===== src/sv/lcd4ws_pkg.sv =====
// shared types, constants and helper functions for the lcd 4-bit write sequencer
// no dependencies; imported by every other file of the block except lcd4ws_if
package lcd4ws_pkg;

    localparam int SHORT_W = 10;
    localparam int LONG_W  = 16;
    localparam int WAIT_W  = 16;

    typedef logic [2:0] t_action;

    localparam t_action ACT_INSTR      = 3'd0;
    localparam t_action ACT_DATA       = 3'd1;
    localparam t_action ACT_CURSOR     = 3'd2;
    localparam t_action ACT_TEXT       = 3'd3;
    localparam t_action ACT_TEXT_START = 3'd4;

    localparam logic [7:0] CHAR_NEWLINE = 8'h0A;
    localparam logic [7:0] INSTR_CLEAR  = 8'h01;
    localparam logic [7:0] INSTR_HOME   = 8'h02;
    localparam logic [7:0] CURSOR_CMD   = 8'h80;
    localparam logic [3:0] NIB_FUNC_SET = 4'h2;
    localparam logic [2:0] LINE_MAX     = 3'd4;

    // register indexes, selected by paddr[2]
    localparam logic REG_SHORT = 1'b0;
    localparam logic REG_LONG  = 1'b1;

    localparam logic [SHORT_W-1:0] SHORT_RESET = 10'd40;
    localparam logic [LONG_W-1:0]  LONG_RESET  = 16'd2000;

    // one queued command: register select and the byte to send
    typedef struct packed {
        logic       rs;
        logic [7:0] value;
    } t_cmd;

    typedef struct packed {
        logic [SHORT_W-1:0] short_wait;
        logic [LONG_W-1:0]  long_wait;
    } t_waits;

    function automatic logic [6:0] line_base(input logic [2:0] line);
        logic [6:0] b;
        case (line)
            3'd0: b = 7'h00;
            3'd1: b = 7'h40;
            3'd2: b = 7'h14;
            3'd3: b = 7'h54;
            default: b = 7'h00;
        endcase
        return b;
    endfunction

    function automatic logic [7:0] cursor_addr(input logic [2:0] line, input logic [6:0] col);
        logic [6:0] s;
        s = line_base(line) + col;
        return CURSOR_CMD | {1'b0, s};
    endfunction

endpackage


===== src/sv/lcd4ws_if.sv =====
// valid/ready channel interfaces: request input and strobe output
// no dependencies
interface lcd4ws_req_if;
    logic       valid;
    logic       ready;
    logic [2:0] action;
    logic [7:0] byte_value;
    logic [2:0] row;
    logic [6:0] column;

    modport source(output valid, action, byte_value, row, column, input ready);
    modport sink(input valid, action, byte_value, row, column, output ready);
endinterface

interface lcd4ws_strobe_if;
    logic        valid;
    logic        ready;
    logic        reg_select;
    logic [3:0]  nibble;
    logic [15:0] wait_us;
    logic        last;

    modport source(output valid, reg_select, nibble, wait_us, last, input ready);
    modport sink(input valid, reg_select, nibble, wait_us, last, output ready);
endinterface


===== src/sv/lcd_four_bit_write_sequencer.sv =====
// top level of the lcd 4-bit write sequencer: config registers, front end, queue, sequencer
// depends on lcd4ws_pkg, lcd4ws_if, lcd4ws_front, lcd4ws_queue, lcd4ws_back
//
// Each request becomes two nibble strobes (three for a function-set instruction, whose
// upper nibble is 2 and goes out twice), upper nibble first, the last one flagged. The
// front end classifies a request in the cycle it is accepted and places one command in
// a short queue; the strobe sequencer issues one strobe per cycle, while the strobe
// channel is not stalled, into an output register, and requests follow each other with
// no gap. Requests with an undefined action are taken and dropped. Hold times
// come from short_wait_us (address 0x0, reset 40) and long_wait_us (address 0x4, reset
// 2000); clear and home use the long one. Write them only while no transaction is in
// flight.
module lcd_four_bit_write_sequencer #(
    parameter int QUEUE_DEPTH = 2
) (
    input  logic        i_clk,
    input  logic        i_rst_n,
    input  logic        psel,
    input  logic        penable,
    input  logic        pwrite,
    input  logic [2:0]  paddr,
    input  logic [31:0] pwdata,
    output logic [31:0] prdata,
    output logic        pready,
    lcd4ws_req_if.sink      i_req,
    lcd4ws_strobe_if.source o_strobe
);
    import lcd4ws_pkg::*;

    logic [SHORT_W-1:0] r_short_wait;
    logic [LONG_W-1:0]  r_long_wait;
    logic               cfg_wr;
    t_waits             waits;

    logic  push;
    logic  full;
    logic  q_valid;
    logic  pop;
    t_cmd  f_cmd;
    t_cmd  q_cmd;

    assign pready = 1'b1;
    assign cfg_wr = psel && penable && pwrite && pready;

    always_ff @(posedge i_clk) begin
        if (!i_rst_n) begin
            r_short_wait <= SHORT_RESET;
            r_long_wait  <= LONG_RESET;
        end else if (cfg_wr) begin
            if (paddr[2] == REG_LONG) begin
                r_long_wait <= pwdata[LONG_W-1:0];
            end else begin
                r_short_wait <= pwdata[SHORT_W-1:0];
            end
        end
    end

    assign prdata = (paddr[2] == REG_SHORT) ? 32'(r_short_wait) : 32'(r_long_wait);

    assign waits.short_wait = r_short_wait;
    assign waits.long_wait  = r_long_wait;

    lcd4ws_front u_front (
        .i_clk   (i_clk),
        .i_rst_n (i_rst_n),
        .i_req   (i_req),
        .i_full  (full),
        .o_push  (push),
        .o_cmd   (f_cmd)
    );

    lcd4ws_queue #(
        .DEPTH (QUEUE_DEPTH)
    ) u_queue (
        .i_clk   (i_clk),
        .i_rst_n (i_rst_n),
        .i_push  (push),
        .i_cmd   (f_cmd),
        .o_full  (full),
        .o_valid (q_valid),
        .o_cmd   (q_cmd),
        .i_pop   (pop)
    );

    lcd4ws_back u_back (
        .i_clk       (i_clk),
        .i_rst_n     (i_rst_n),
        .i_waits     (waits),
        .i_cmd_valid (q_valid),
        .i_cmd       (q_cmd),
        .o_pop       (pop),
        .o_strobe    (o_strobe)
    );

endmodule


===== src/sv/lcd4ws_front.sv =====
// front end: accepts requests, tracks the text line, turns each into a command byte
// depends on lcd4ws_pkg and lcd4ws_req_if
module lcd4ws_front (
    input  logic              i_clk,
    input  logic              i_rst_n,
    lcd4ws_req_if.sink        i_req,
    input  logic              i_full,
    output logic              o_push,
    output lcd4ws_pkg::t_cmd  o_cmd
);
    import lcd4ws_pkg::*;

    logic [2:0] r_line;
    logic [2:0] n_line;
    logic       accept;
    logic       kind_ok;
    t_cmd       cmd;

    assign i_req.ready = !i_full;
    assign accept      = i_req.valid && !i_full;

    always_comb begin
        n_line    = r_line;
        kind_ok   = 1'b1;
        cmd.rs    = 1'b0;
        cmd.value = i_req.byte_value;
        case (i_req.action)
            ACT_INSTR: begin
                cmd.rs = 1'b0;
            end
            ACT_DATA: begin
                cmd.rs = 1'b1;
            end
            ACT_CURSOR: begin
                cmd.value = cursor_addr(i_req.row, i_req.column);
            end
            ACT_TEXT: begin
                if (i_req.byte_value == CHAR_NEWLINE) begin
                    // line counter stops at four, which maps to the line zero base
                    n_line    = (r_line < LINE_MAX) ? r_line + 3'd1 : r_line;
                    cmd.value = cursor_addr(n_line, 7'd0);
                end else begin
                    cmd.rs = 1'b1;
                end
            end
            ACT_TEXT_START: begin
                n_line    = 3'd0;
                cmd.value = CURSOR_CMD;
            end
            default: begin
                kind_ok = 1'b0;
            end
        endcase
    end

    assign o_push = accept && kind_ok;
    assign o_cmd  = cmd;

    always_ff @(posedge i_clk) begin
        if (!i_rst_n) begin
            r_line <= 3'd0;
        end else if (accept) begin
            r_line <= n_line;
        end
    end

endmodule


===== src/sv/lcd4ws_queue.sv =====
// short command queue between the front end and the strobe sequencer
// depends on lcd4ws_pkg
module lcd4ws_queue #(
    parameter int DEPTH = 2
) (
    input  logic              i_clk,
    input  logic              i_rst_n,
    input  logic              i_push,
    input  lcd4ws_pkg::t_cmd  i_cmd,
    output logic              o_full,
    output logic              o_valid,
    output lcd4ws_pkg::t_cmd  o_cmd,
    input  logic              i_pop
);
    import lcd4ws_pkg::*;

    localparam int PTR_W = (DEPTH > 1) ? $clog2(DEPTH) : 1;
    localparam int CNT_W = $clog2(DEPTH + 1);

    t_cmd             r_mem [DEPTH];
    logic [PTR_W-1:0] r_wr_ptr;
    logic [PTR_W-1:0] r_rd_ptr;
    logic [CNT_W-1:0] r_count;

    function automatic logic [PTR_W-1:0] ptr_inc(input logic [PTR_W-1:0] p);
        return (p == PTR_W'(DEPTH - 1)) ? '0 : p + 1'b1;
    endfunction

    assign o_full  = (r_count == CNT_W'(DEPTH));
    assign o_valid = (r_count != '0);
    assign o_cmd   = r_mem[r_rd_ptr];

    always_ff @(posedge i_clk) begin
        if (i_push) begin
            r_mem[r_wr_ptr] <= i_cmd;
        end
    end

    always_ff @(posedge i_clk) begin
        if (!i_rst_n) begin
            r_wr_ptr <= '0;
            r_rd_ptr <= '0;
            r_count  <= '0;
        end else begin
            if (i_push) begin
                r_wr_ptr <= ptr_inc(r_wr_ptr);
            end
            if (i_pop) begin
                r_rd_ptr <= ptr_inc(r_rd_ptr);
            end
            if (i_push && !i_pop) begin
                r_count <= r_count + 1'b1;
            end else if (i_pop && !i_push) begin
                r_count <= r_count - 1'b1;
            end
        end
    end

endmodule


===== src/sv/lcd4ws_back.sv =====
// strobe sequencer: splits each queued command into nibble strobes with hold times
// depends on lcd4ws_pkg and lcd4ws_strobe_if
module lcd4ws_back (
    input  logic               i_clk,
    input  logic               i_rst_n,
    input  lcd4ws_pkg::t_waits i_waits,
    input  logic               i_cmd_valid,
    input  lcd4ws_pkg::t_cmd   i_cmd,
    output logic               o_pop,
    lcd4ws_strobe_if.source    o_strobe
);
    import lcd4ws_pkg::*;

    typedef enum logic [2:0] {
        ST_HI  = 3'b001,
        ST_DUP = 3'b010,
        ST_LO  = 3'b100
    } t_step;

    t_step              r_step;
    t_step              n_step;
    logic               r_valid;
    logic               r_rs;
    logic [3:0]         r_nibble;
    logic [WAIT_W-1:0]  r_wait;
    logic               r_last;

    logic [3:0]         nib;
    logic [WAIT_W-1:0]  wt;
    logic               lst;
    logic [WAIT_W-1:0]  short16;
    logic [WAIT_W-1:0]  cmd_wait;
    logic               dup;
    logic               load;

    assign short16 = WAIT_W'(i_waits.short_wait);
    // clear and home hold for the long wait on both nibbles
    assign cmd_wait = (!i_cmd.rs && (i_cmd.value == INSTR_CLEAR || i_cmd.value == INSTR_HOME))
                    ? i_waits.long_wait : short16;
    assign dup = !i_cmd.rs && (i_cmd.value[7:4] == NIB_FUNC_SET);

    always_comb begin
        nib    = i_cmd.value[7:4];
        wt     = cmd_wait;
        lst    = 1'b0;
        n_step = ST_HI;
        case (r_step)
            ST_HI: begin
                n_step = dup ? ST_DUP : ST_LO;
            end
            ST_DUP: begin
                wt     = short16;
                n_step = ST_LO;
            end
            ST_LO: begin
                nib    = i_cmd.value[3:0];
                lst    = 1'b1;
                n_step = ST_HI;
            end
            default: begin
                n_step = ST_HI;
            end
        endcase
    end

    assign load  = i_cmd_valid && (!r_valid || o_strobe.ready);
    assign o_pop = load && (r_step == ST_LO);

    always_ff @(posedge i_clk) begin
        if (!i_rst_n) begin
            r_valid <= 1'b0;
            r_step  <= ST_HI;
        end else if (load) begin
            r_valid <= 1'b1;
            r_step  <= n_step;
        end else if (o_strobe.ready) begin
            r_valid <= 1'b0;
        end
    end

    always_ff @(posedge i_clk) begin
        if (load) begin
            r_rs     <= i_cmd.rs;
            r_nibble <= nib;
            r_wait   <= wt;
            r_last   <= lst;
        end
    end

    assign o_strobe.valid      = r_valid;
    assign o_strobe.reg_select = r_rs;
    assign o_strobe.nibble     = r_nibble;
    assign o_strobe.wait_us    = r_wait;
    assign o_strobe.last       = r_last;

endmodule


===== src/flat_wrapper.sv =====
// flat-port wrapper written by rule: the top's interface ports become plain ports
module lcd_four_bit_write_sequencer_flat import lcd4ws_pkg::*;
#(
    parameter int QUEUE_DEPTH = 2
)
  (i_clk, i_rst_n, psel, penable, pwrite, paddr, pwdata, prdata, pready, i_req_valid, i_req_action, i_req_byte_value, i_req_row, i_req_column, i_req_ready, o_strobe_valid, o_strobe_reg_select, o_strobe_nibble, o_strobe_wait_us, o_strobe_last, o_strobe_ready);
  lcd4ws_req_if i_req_i ();
  lcd4ws_strobe_if o_strobe_i ();
  input  logic i_clk;
  input  logic i_rst_n;
  input  logic psel;
  input  logic penable;
  input  logic pwrite;
  input  logic [2:0] paddr;
  input  logic [31:0] pwdata;
  output logic [31:0] prdata;
  output logic pready;
  input wire logic [$bits(i_req_i.valid)-1:0] i_req_valid;
  input wire logic [$bits(i_req_i.action)-1:0] i_req_action;
  input wire logic [$bits(i_req_i.byte_value)-1:0] i_req_byte_value;
  input wire logic [$bits(i_req_i.row)-1:0] i_req_row;
  input wire logic [$bits(i_req_i.column)-1:0] i_req_column;
  output wire logic [$bits(i_req_i.ready)-1:0] i_req_ready;
  output wire logic [$bits(o_strobe_i.valid)-1:0] o_strobe_valid;
  output wire logic [$bits(o_strobe_i.reg_select)-1:0] o_strobe_reg_select;
  output wire logic [$bits(o_strobe_i.nibble)-1:0] o_strobe_nibble;
  output wire logic [$bits(o_strobe_i.wait_us)-1:0] o_strobe_wait_us;
  output wire logic [$bits(o_strobe_i.last)-1:0] o_strobe_last;
  input wire logic [$bits(o_strobe_i.ready)-1:0] o_strobe_ready;
  assign i_req_i.valid = i_req_valid;
  assign i_req_i.action = i_req_action;
  assign i_req_i.byte_value = i_req_byte_value;
  assign i_req_i.row = i_req_row;
  assign i_req_i.column = i_req_column;
  assign i_req_ready = i_req_i.ready;
  assign o_strobe_valid = o_strobe_i.valid;
  assign o_strobe_reg_select = o_strobe_i.reg_select;
  assign o_strobe_nibble = o_strobe_i.nibble;
  assign o_strobe_wait_us = o_strobe_i.wait_us;
  assign o_strobe_last = o_strobe_i.last;
  assign o_strobe_i.ready = o_strobe_ready;
  lcd_four_bit_write_sequencer #(.QUEUE_DEPTH(QUEUE_DEPTH)) u_core (.i_clk(i_clk), .i_rst_n(i_rst_n), .psel(psel), .penable(penable), .pwrite(pwrite), .paddr(paddr), .pwdata(pwdata), .prdata(prdata), .pready(pready), .i_req(i_req_i), .o_strobe(o_strobe_i));
endmodule

===== config.mk =====
export PLATFORM = sky130hd
export DESIGN_NAME = lcd_four_bit_write_sequencer_flat
export DESIGN_NICKNAME = d
export VERILOG_FILES = /design/src/sv/lcd4ws_pkg.sv /design/src/sv/lcd4ws_if.sv /design/src/sv/lcd_four_bit_write_sequencer.sv /design/src/sv/lcd4ws_front.sv /design/src/sv/lcd4ws_queue.sv /design/src/sv/lcd4ws_back.sv /design/src/flat_wrapper.sv
export SDC_FILE = /design/constraint.sdc
export NUM_CORES = 1
export LEC_CHECK = 0
export BUFFER_PORTS_ARGS = -buffer_cell sky130_fd_sc_hd__buf_2
export CELL_PAD_IN_SITES_DETAIL_PLACEMENT = 1
export CELL_PAD_IN_SITES_GLOBAL_PLACEMENT = 2
export CORE_ASPECT_RATIO = 1.75
export CORE_MARGIN = 10
export CORE_UTILIZATION = 34
export DETAILED_ROUTE_END_ITERATION = 16
export PLACE_DENSITY_LB_ADDON = 0.1
export RECOVER_POWER = 50
export SYNTH_ARGS = -nofsm -noshare
export SYNTH_HDL_FRONTEND = slang
export SYNTH_SLANG_ARGS = --single-unit

===== constraint.sdc =====
create_clock -name i_clk -period 4.84 [get_ports i_clk]
set_input_delay 0.726 -clock i_clk [delete_from_list [all_inputs] [get_ports i_clk]]
set_output_delay 0.726 -clock i_clk [all_outputs]
set_load 0.1 [all_outputs]

==> qor.tcl, run 1 <==
set qor(worstSetupStartpointType) {flip-flop}
set qor(grt_use_total_pct) 12.5
set qor(timing.final.hold_violations) 0
set qor(clock_skew_ns) 0.00919
set qor(first_iter_violations) 55
set qor(min_to) {u_core.u_front.r_line[0]$_SDFFE_PN0P_}
set qor(ys_seq_elements) 78
set qor(worstSetupPathType) {reg2reg}
set qor(critical_path_arrival_ns) 2.66
set qor(postSynthCellCount) 345
set qor(drt_wl_total_um) 9740
set qor(postSynthAreaPerCell_um2) 10.9
set qor(total_count_of_max_transition_violations_in_the_final_report) 41
set qor(cp_num_buf_inv) 0
set qor(synth.yosys.seq_area_share_pct) 52.0
set qor(worst-r2r-cell-count) 4
set qor(power_density_nw_per_um2) 425
set qor(first_global_vias) 3176
set qor(ant_nets) 0
set qor(dieWidth_um) 99.6
set qor(clock_insertion_delay_worst_skew_ns) 0.33
set qor(tritoncts) {yes}
set qor(drt-wirelength-per-cell_um) 17.3
set qor(worst-r2r-setup-slack_ns) 2.26
set qor(asyncSetResetFlopFracSynth_pct) 0
set qor(ios) 120
set qor(cts_resized) 0
set qor(antennaDiodeCount) 0
set qor(multi_input_comb_area_um2) 1660
set qor(final_min_period_over_clock_period_pct) 53.2
set qor(coreArea_um2) 10800
set qor(number_of_sinks_on_the_clock_net) 78
set qor(setup-violations-final) 0
set qor(post_cts.repair.setup_buffers) 0
set qor(clock-root-buffer) {clkbuf_16}
set qor(cts_buffer_depth) 2
set qor(status) {finished with violations}
set qor(regArea_um2) 1960
set qor(violations) {capacitance limit, slew limit}
set qor(fp-row-count) 50
set qor(fp.dieArea_um2) 15900
set qor(r2r-end) {u_core.u_back.o_strobe.wait_us[0]$_DFFE_PP_}
set qor(crit_path_top_delay_cell) {or4_4}
set qor(rsz_0062_raised_after_global_routing) {false}
set qor(via_per_inst) 4.93
set qor(hold_path_class) {reg2reg}
set qor(cts.reportedPaths.clkPinSlew_ns) 0.06
set qor(place_hpwl_um) 7710
set qor(power.total_uw) 1900
set qor(max_fclk_mhz) 388
set qor(htreeDepth) 3
set qor(timing_worst_slew_pin_value_ns) 1.58
set qor(stdcell_area_um2) 4480
set qor(leakage_uw) 0.00175
set qor(synth_enable_flop_cells) 40
set qor(hold_start) {u_core.u_front.r_line[2]$_SDFFE_PN0P_}
set qor(timing.critical_path.to_type) {flip-flop}
set qor(cell_by_cell_trace_of_the_critical_path) {or4_4, or3_4, a21oi_4, mux2_2}
set qor(die-height_um) 159
set qor(whs_path_depth) 1
set qor(layout-drive-gt1-share_pct) 24.1
set qor(cts_buffers) 9
set qor(critical-path-max-stage-delay_ns) 0.58
set qor(layout.nets) 495
set qor(layout_stage_area_growth_over_the_synthesis_result_pct) 18.7
set qor(critPathTopFamily) {simple AND/OR/NAND/NOR gates}
set qor(dp.cells) 546
set qor(setup_total_negative_slack_ns) 0
set qor(cp.required_ns) 4.93
set qor(placed_cell_area_um2) 4230
set qor(count_of_distinct_cell_types_in_the_synthesized_netlist) 51
set qor(synth.yosys.warnings) 0
set qor(firstDrtPassIters) 4
set qor(drt_drc_violations_left) 0
set qor(period_minus_slack_ns) 2.58
set qor(initial_core_util_pct) 35.0
set qor(fillerInstances) 1271
set qor(grt_overflow_total) 0
set qor(ir_worst_vdd_uv) 259
set qor(numPortBuffers) 84
set qor(cp_max_fo) 16
set qor(most_instantiated_flip_flop_cell_in_the_synthesis_netlist) {edfxtp_1}
set qor(gpl.final_weighted_congestion) 0.712
set qor(pin_count_of_the_biggest_net_entering_global_routing) 41
set qor(finish.cell_count_without_fillers) 562
set qor(syn_area_um2) 3770
set qor(initial_antenna_violation_count) 0
set qor(slew_limit_headroom_pct) -5.44
set qor(grt_first_pass_wirelength_um) 15800
set qor(postCtsHoldBufs) 0
set qor(timing.max_cap.violations) 1
set qor(num_vias) 2771
-- report_power, final --
part           internal [uW]  switching, uW  total (uW)
Combinational           79.7            413         492
Clock                    374            251         626
Sequential               759           25.1         784
-- Yosys cell counts, drive strengths merged (6+ instances only) --
cell	instances	share of area, %
a21boi	21	4.2
a21oi	6	1.1
and2	18	3.2
buf	19	4.0
clkbuf	11	1.1
dfxtp	38	20
edfxtp	40	32
mux2	21	6.7
nand2	62	6.2
nand2b	7	1.2
nand3	12	1.6
nor2	11	1.1
nor2b	6	1.0
o21ai	6	0.80
xor2	6	1.4
-- worst reg2reg max path: stages (launching register included) --
cell	delay (ns)
dfxtp_1	0.41
or4_4	0.58
or3_4	0.39
a21oi_4	0.53
mux2_2	0.42
-- per-stage QoR --
| step | setup slack [ns] | hold WS (ns) | utilization, % |
|---|---|---|---|
| finish | 2.26 | 0.459 | 41.6 |
| global placement | 2.05 | 0.439 | 39.3 |
| floorplan | 2.01 | 0.420 | - |
| CTS | 2.22 | 0.464 | 41.9 |
| global route | 2.18 | 0.482 | 41.6 |
| detailed placement | 2.00 | 0.455 | 39.3 |
-- layout by cell type (no fill, tap or decap), types with 3 or more instances in the layout --
cell type	Yosys	layout
clkbuf_16	0	9
nor4b_1	3	3
nand2_1	62	62
a22o_1	4	4
o21ai_0	6	6
and2_0	1	3
o211ai_1	3	3
nor2b_1	6	6
inv_1	5	5
edfxtp_1	40	40
conb_1	2	17
mux2_2	17	17
ha_1	5	5
nand2b_1	7	7
mux2_4	4	4
and2_2	6	6
a21boi_0	21	21
nor2_1	11	11
nand3_1	12	12
a21oi_1	5	5
xor2_1	6	6
and2_1	11	9
clkbuf_1	11	30
buf_2	0	57
dfxtp_1	38	38
mux4_1	4	4
xnor2_1	3	3
-- registers in the layout, indices dropped and copies added, names as in the netlist, 2 cells and up, named ones only --
register and cells:
u_core.u_front.r_line 3, u_core.u_back.o_strobe.nibble 4, u_core.u_back.r_step 3, u_core.u_queue.r_count 2
u_core.r_long_wait 16, u_core.r_short_wait 10, u_core.u_back.o_strobe.wait_us 16, u_core.u_queue.r_mem 18
-- logic make-up after synthesis --
family | Yosys count | synth area share (%)
simple gates | 136 | 18.2
flops | 78 | 52.0
compound gates | 55 | 10.8
buf+inv | 35 | 5.57
mux | 25 | 9.46
xor+xnor | 9 | 2.09
fa+ha+maj | 5 | 1.66
other cells | 2 | 0.199
-- final cells by class --
class                      count  area share, %
clock buffer                  13           5.81
clock inverter                 3          0.419
inverter                       5          0.419
multi-input combinational    247           37.0
sequential                    78           43.8
tap                          130           3.63
timing repair buffer          86           8.89
-- per-layer routing --
metal	wire [um]	global-route usage [%]	share of wire, %	vias up
met1	3380	10.6	35	1335
met4	154	4.52	1.6	0
li1	-	-	-	1359
met2	5710	25.4	59	67
met3	493	3.65	5.1	10
met5	0	0	0	-
-- worst max path at each step --
stage,from,endpoint,slack (ns),cells past startpoint
2_1_floorplan,paddr[2],prdata[10],2.01,3
3_3_place_gp,i_req_byte_value[4],u_core.u_queue.r_mem[0][2]$_DFFE_PP_,2.05,5
3_5_place_dp,i_req_byte_value[4],u_core.u_queue.r_mem[0][2]$_DFFE_PP_,2.00,5
4_1_cts,flip-flop,u_core.u_back.o_strobe.wait_us[0]$_DFFE_PP_,2.22,4
5_1_grt,flip-flop,u_core.u_back.o_strobe.wait_us[0]$_DFFE_PP_,2.18,4
6_report,flip-flop,u_core.u_back.o_strobe.wait_us[0]$_DFFE_PP_,2.26,4
Note: power is estimated with default switching activity, not from simulation.
==> run 2, diff against run 1 <==
--- a/config.mk
+++ b/config.mk
@@ -5,12 +5,13 @@
 export SDC_FILE = /design/constraint.sdc
 export NUM_CORES = 1
 export LEC_CHECK = 0
+export ABC_AREA = 1
 export BUFFER_PORTS_ARGS = -buffer_cell sky130_fd_sc_hd__buf_2
 export CELL_PAD_IN_SITES_DETAIL_PLACEMENT = 1
 export CELL_PAD_IN_SITES_GLOBAL_PLACEMENT = 2
 export CORE_ASPECT_RATIO = 1.75
 export CORE_MARGIN = 10
-export CORE_UTILIZATION = 34
+export CORE_UTILIZATION = 29
 export DETAILED_ROUTE_END_ITERATION = 16
 export PLACE_DENSITY_LB_ADDON = 0.1
 export RECOVER_POWER = 50
==> constraint.sdc (replaced) <==
create_clock -name i_clk -period 2.4 [get_ports i_clk]
set_input_delay 0.36 -clock i_clk [delete_from_list [all_inputs] [get_ports i_clk]]
set_output_delay 0.36 -clock i_clk [all_outputs]
set_load 0.1 [all_outputs]
==> qor.tcl, run 2 <==
set qor(initial_antenna_violation_count) 0 ;# unchanged
set qor(grt_overflow_total) 0 ;# unchanged
set qor(critical_path_arrival_ns) 2.06 ;# -0.60 ns
set qor(worst-r2r-cell-count) 6 ;# +2
set qor(drt_wl_total_um) 10900 ;# +12%
set qor(cp.required_ns) 2.48 ;# -2.45 ns
set qor(setup_total_negative_slack_ns) 0 ;# unchanged
set qor(timing.critical_path.to_type) {flip-flop}
set qor(cts_buffer_depth) 2 ;# unchanged
set qor(post_synth_and_or_nand_nor_area_fraction_pct) 24.5 ;# +6.3 points
set qor(synth_area_leader_cell) {edfxtp_1}
set qor(initial_core_util_pct) 29.4 ;# -5.7 points
set qor(setup-violations-final) 0 ;# unchanged
set qor(clock-root-buffer) {clkbuf_16}
set qor(first_global_vias) 3564 ;# +12%
set qor(post_cts.repair.setup_buffers) 0 ;# unchanged
set qor(hold_path_class) {in2reg}
set qor(synth.mux.area_fraction_pct) 0.529 ;# -8.9 points
set qor(cts.reportedPaths.clkPinSlew_ns) 0.06 ;# about the same
set qor(ios) 120 ;# unchanged
set qor(worstSetupPathType) {reg2reg}
set qor(place_hpwl_um) 8520 ;# +10%
set qor(status) {finished, final reports clean}
set qor(layout_stage_area_growth_over_the_synthesis_result_pct) 21.4
set qor(tritoncts) {yes}
set qor(syn_area_um2) 3780 ;# +0.27%
set qor(period_minus_slack_ns) 1.98 ;# -0.599 ns
set qor(first_iter_violations) 86 ;# +56%
set qor(ant_nets) 0 ;# unchanged
set qor(ir_worst_vdd_uv) 305 ;# +18%
set qor(synthXorXnorAreaFrac_pct) 0.695 ;# -1.4 points
set qor(mostFrequentLayoutCells) {nand2_1, buf_2, nor2_1}
set qor(synth.yosys.warnings) 0 ;# unchanged
set qor(number_of_sinks_on_the_clock_net) 78 ;# unchanged
set qor(min_to) {u_core.r_long_wait[10]$_SDFFE_PN1P_}
set qor(synth_commonest_cells) {nand2_1, nor2_1, inv_1}
set qor(rsz_0062_raised_after_global_routing) {false}
set qor(clock_insertion_delay_worst_skew_ns) 0.34 ;# about the same
set qor(hold_start) {pwdata[10]}
set qor(top_register) {u_core.u_queue.r_mem}
set qor(via_per_inst) 4.44 ;# -10%
set qor(holdWs_ns) 0.243 ;# -0.215 ns
set qor(layout_commonest_cell) {nand2_1}
set qor(r2r-end) {u_core.u_back.o_strobe.wait_us[1]$_DFFE_PP_}
set qor(dieWidth_um) 106 ;# +6.7%
set qor(met2_usage_pct) 24.3 ;# -1.1 points
set qor(numPortBuffers) 84 ;# unchanged
set qor(timing_worst_slew_pin_value_ns) 1.21 ;# -0.376 ns
set qor(synth_compound_gate_area_share_pct) 9.40 ;# -1.4 points
set qor(firstDrtPassIters) 4 ;# unchanged
set qor(grt_use_total_pct) 12.2 ;# -0.27 points
set qor(synth.yosys.seq_area_share_pct) 51.9 ;# -0.14 points
set qor(grt_first_pass_wirelength_um) 17400 ;# +10%
set qor(timing.final.hold_violations) 0 ;# unchanged
set qor(layout.nets) 621 ;# +25%
set qor(cp_max_fo) 16 ;# unchanged
set qor(share_of_synthesized_cell_area_in_full_adder_half_adder_and_majority_cells_pct) 1.65 ;# -0.0044 points
set qor(postSynthCellCount) 466 ;# +35%
set qor(top_cell_type_s_share_of_synthesized_area_pct) 31.8 ;# -0.084 points
set qor(synth_enable_flop_cells) 40 ;# unchanged
set qor(count_of_distinct_cell_types_in_the_synthesized_netlist) 31 ;# -39%
set qor(whs_path_depth) 3 ;# +2
set qor(cts_buffers) 9 ;# unchanged
set qor(final_min_period_over_clock_period_pct) 82.4 ;# +29 points
set qor(timing.max_cap.violations) 0 ;# -1
set qor(clock_skew_ns) 0.00843 ;# -0.000760 ns
set qor(htreeDepth) 3 ;# unchanged
set qor(layout-drive-gt1-share_pct) 17.6 ;# -6.5 points
set qor(postSynthAreaPerCell_um2) 8.11 ;# -26%
set qor(num_vias) 3235 ;# +17%
set qor(slew_limit_headroom_pct) 20.0 ;# +25 points
set qor(fp.dieArea_um2) 18200 ;# +15%
set qor(grt_met1_usage_pct) 11.3 ;# +0.72 points
set qor(max_fclk_mhz) 506 ;# +30%
set qor(gpl.final_weighted_congestion) 0.784 ;# +10%
set qor(synth.most_common_cell) {nand2_1}
set qor(global_route_layer_with_the_greatest_usage) {met2}
set qor(postCtsHoldBufs) 0 ;# unchanged
set qor(grtUsageMet3_pct) 3.09 ;# -0.56 points
set qor(antennaDiodeCount) 0 ;# unchanged
set qor(coreArea_um2) 12900 ;# +20%
set qor(power_density_nw_per_um2) 859 ;# +100%
set qor(asyncSetResetFlopFracSynth_pct) 0 ;# unchanged
set qor(largest_register_ffs) 18 ;# unchanged
set qor(total_count_of_max_transition_violations_in_the_final_report) 0 ;# -100%
set qor(worst-r2r-setup-slack_ns) 0.42 ;# -1.84 ns
set qor(leakage_uw) 0.00214 ;# +22%
set qor(fp-row-count) 55 ;# +10%
set qor(most_instantiated_flip_flop_cell_in_the_synthesis_netlist) {edfxtp_1}
set qor(combinational_family_with_the_most_area_after_synthesis) {simple AND/OR/NAND/NOR gates}
set qor(drt-wirelength-per-cell_um) 14.9 ;# -14%
set qor(die-height_um) 171 ;# +7.4%
set qor(drt_drc_violations_left) 0 ;# unchanged
set qor(cts_resized) 0 ;# unchanged
set qor(synth_area_leaders) {edfxtp_1, dfxtp_1, nand2_1}
set qor(worstSetupStartpointType) {flip-flop}
set qor(pin_count_of_the_biggest_net_entering_global_routing) 24 ;# -41%
set qor(ys_seq_elements) 78 ;# unchanged
==> run 2: changes by cell type in the layout (fill, tap and decap cells not counted), moves of 7 or more <==
cell / change
a21boi_0: -20
a21oi_1: +12
and2_1: -9
inv_1: +44
mux2_2: -17
nand2_1: +69
nand2b_1: -7
nand3_1: +16
nor2_1: +39
o21ai_0: +27
o21ai_1: +9
==> run 2: power breakdown <==
part	switching (uW)	total (uW)	internal (uW)	leakage [uW]
logic	839	985	146	0.00131
clock network	533	1390	861	0.000151
registers	41.6	1560	1520	0.000686
total	1410	3940	2530	0.00214
==> run 2: layout make-up <==
type / instances / area, um^2
Timing Repair Buffer: 92 / 454
Inverter: 56 / 210
Tap cell: 171 / 214
Fill cell: 1652 / 8280
Clock buffer: 10 / 250
Clock inverter: 6 / 57.6
Sequential cell: 78 / 1960
Multi-Input combinational cell: 316 / 1440
==> run 2: metrics by stage <==
step                worst slack, ns  total power, uW  utilization (%)  instances  area [um^2]
floorplan                     0.157             2410                -        481         3840
global placement              0.459             2600             33.7        713         4330
detailed placement            0.451             2610             33.7        713         4330
CTS                           0.460             4010             36.1        729         4640
global route                  0.257             4120             35.7        729         4590
finish                        0.423             3940             35.7        729         4590
==> run 2: logic make-up (layout without fill, tap and decap cells) <==
| family | Yosys count | after routing |
|---|---|---|
| and+or+nand+nor | 224 | 224 |
| buffers and inverters | 87 | 164 |
| DFF | 78 | 78 |
| AOI/OAI and AO/OA | 65 | 65 |
| adders and majority gates | 5 | 5 |
| xor gates and xnor gates | 3 | 3 |
| other | 2 | 17 |
| muxes | 2 | 2 |
==> run 2: worst max path at each step <==
stage	to	slack [ns]	depth (start not counted)
floorplan	prdata[7]	0.16	2
global placement	u_core.r_short_wait[7]$_SDFFE_PN0P_	0.46	5
detailed placement	u_core.r_short_wait[7]$_SDFFE_PN0P_	0.45	5
CTS	u_core.u_back.o_strobe.wait_us[1]$_DFFE_PP_	0.46	7
global route	u_core.u_back.o_strobe.wait_us[7]$_DFFE_PP_	0.26	6
finish	u_core.u_back.o_strobe.wait_us[1]$_DFFE_PP_	0.42	6
==> run 2: critical path, stage by stage, from the launching register on <==
cell and delay [ns]:
dfxtp_1 0.45, o21ai_0 0.54, nand3_2 0.22, nor2_4 0.15
nand2_4 0.18, nand2_1 0.12, nand2_1 0.07
==> run 2: metal layers <==
| metal | vias to the layer above | wire (um) |
|---|---|---|
| li1 | 1627 | - |
| met1 | 1521 | 4110 |
| met2 | 76 | 6120 |
| met3 | 11 | 466 |
| met4 | 0 | 197 |
| met5 | - | 0 |
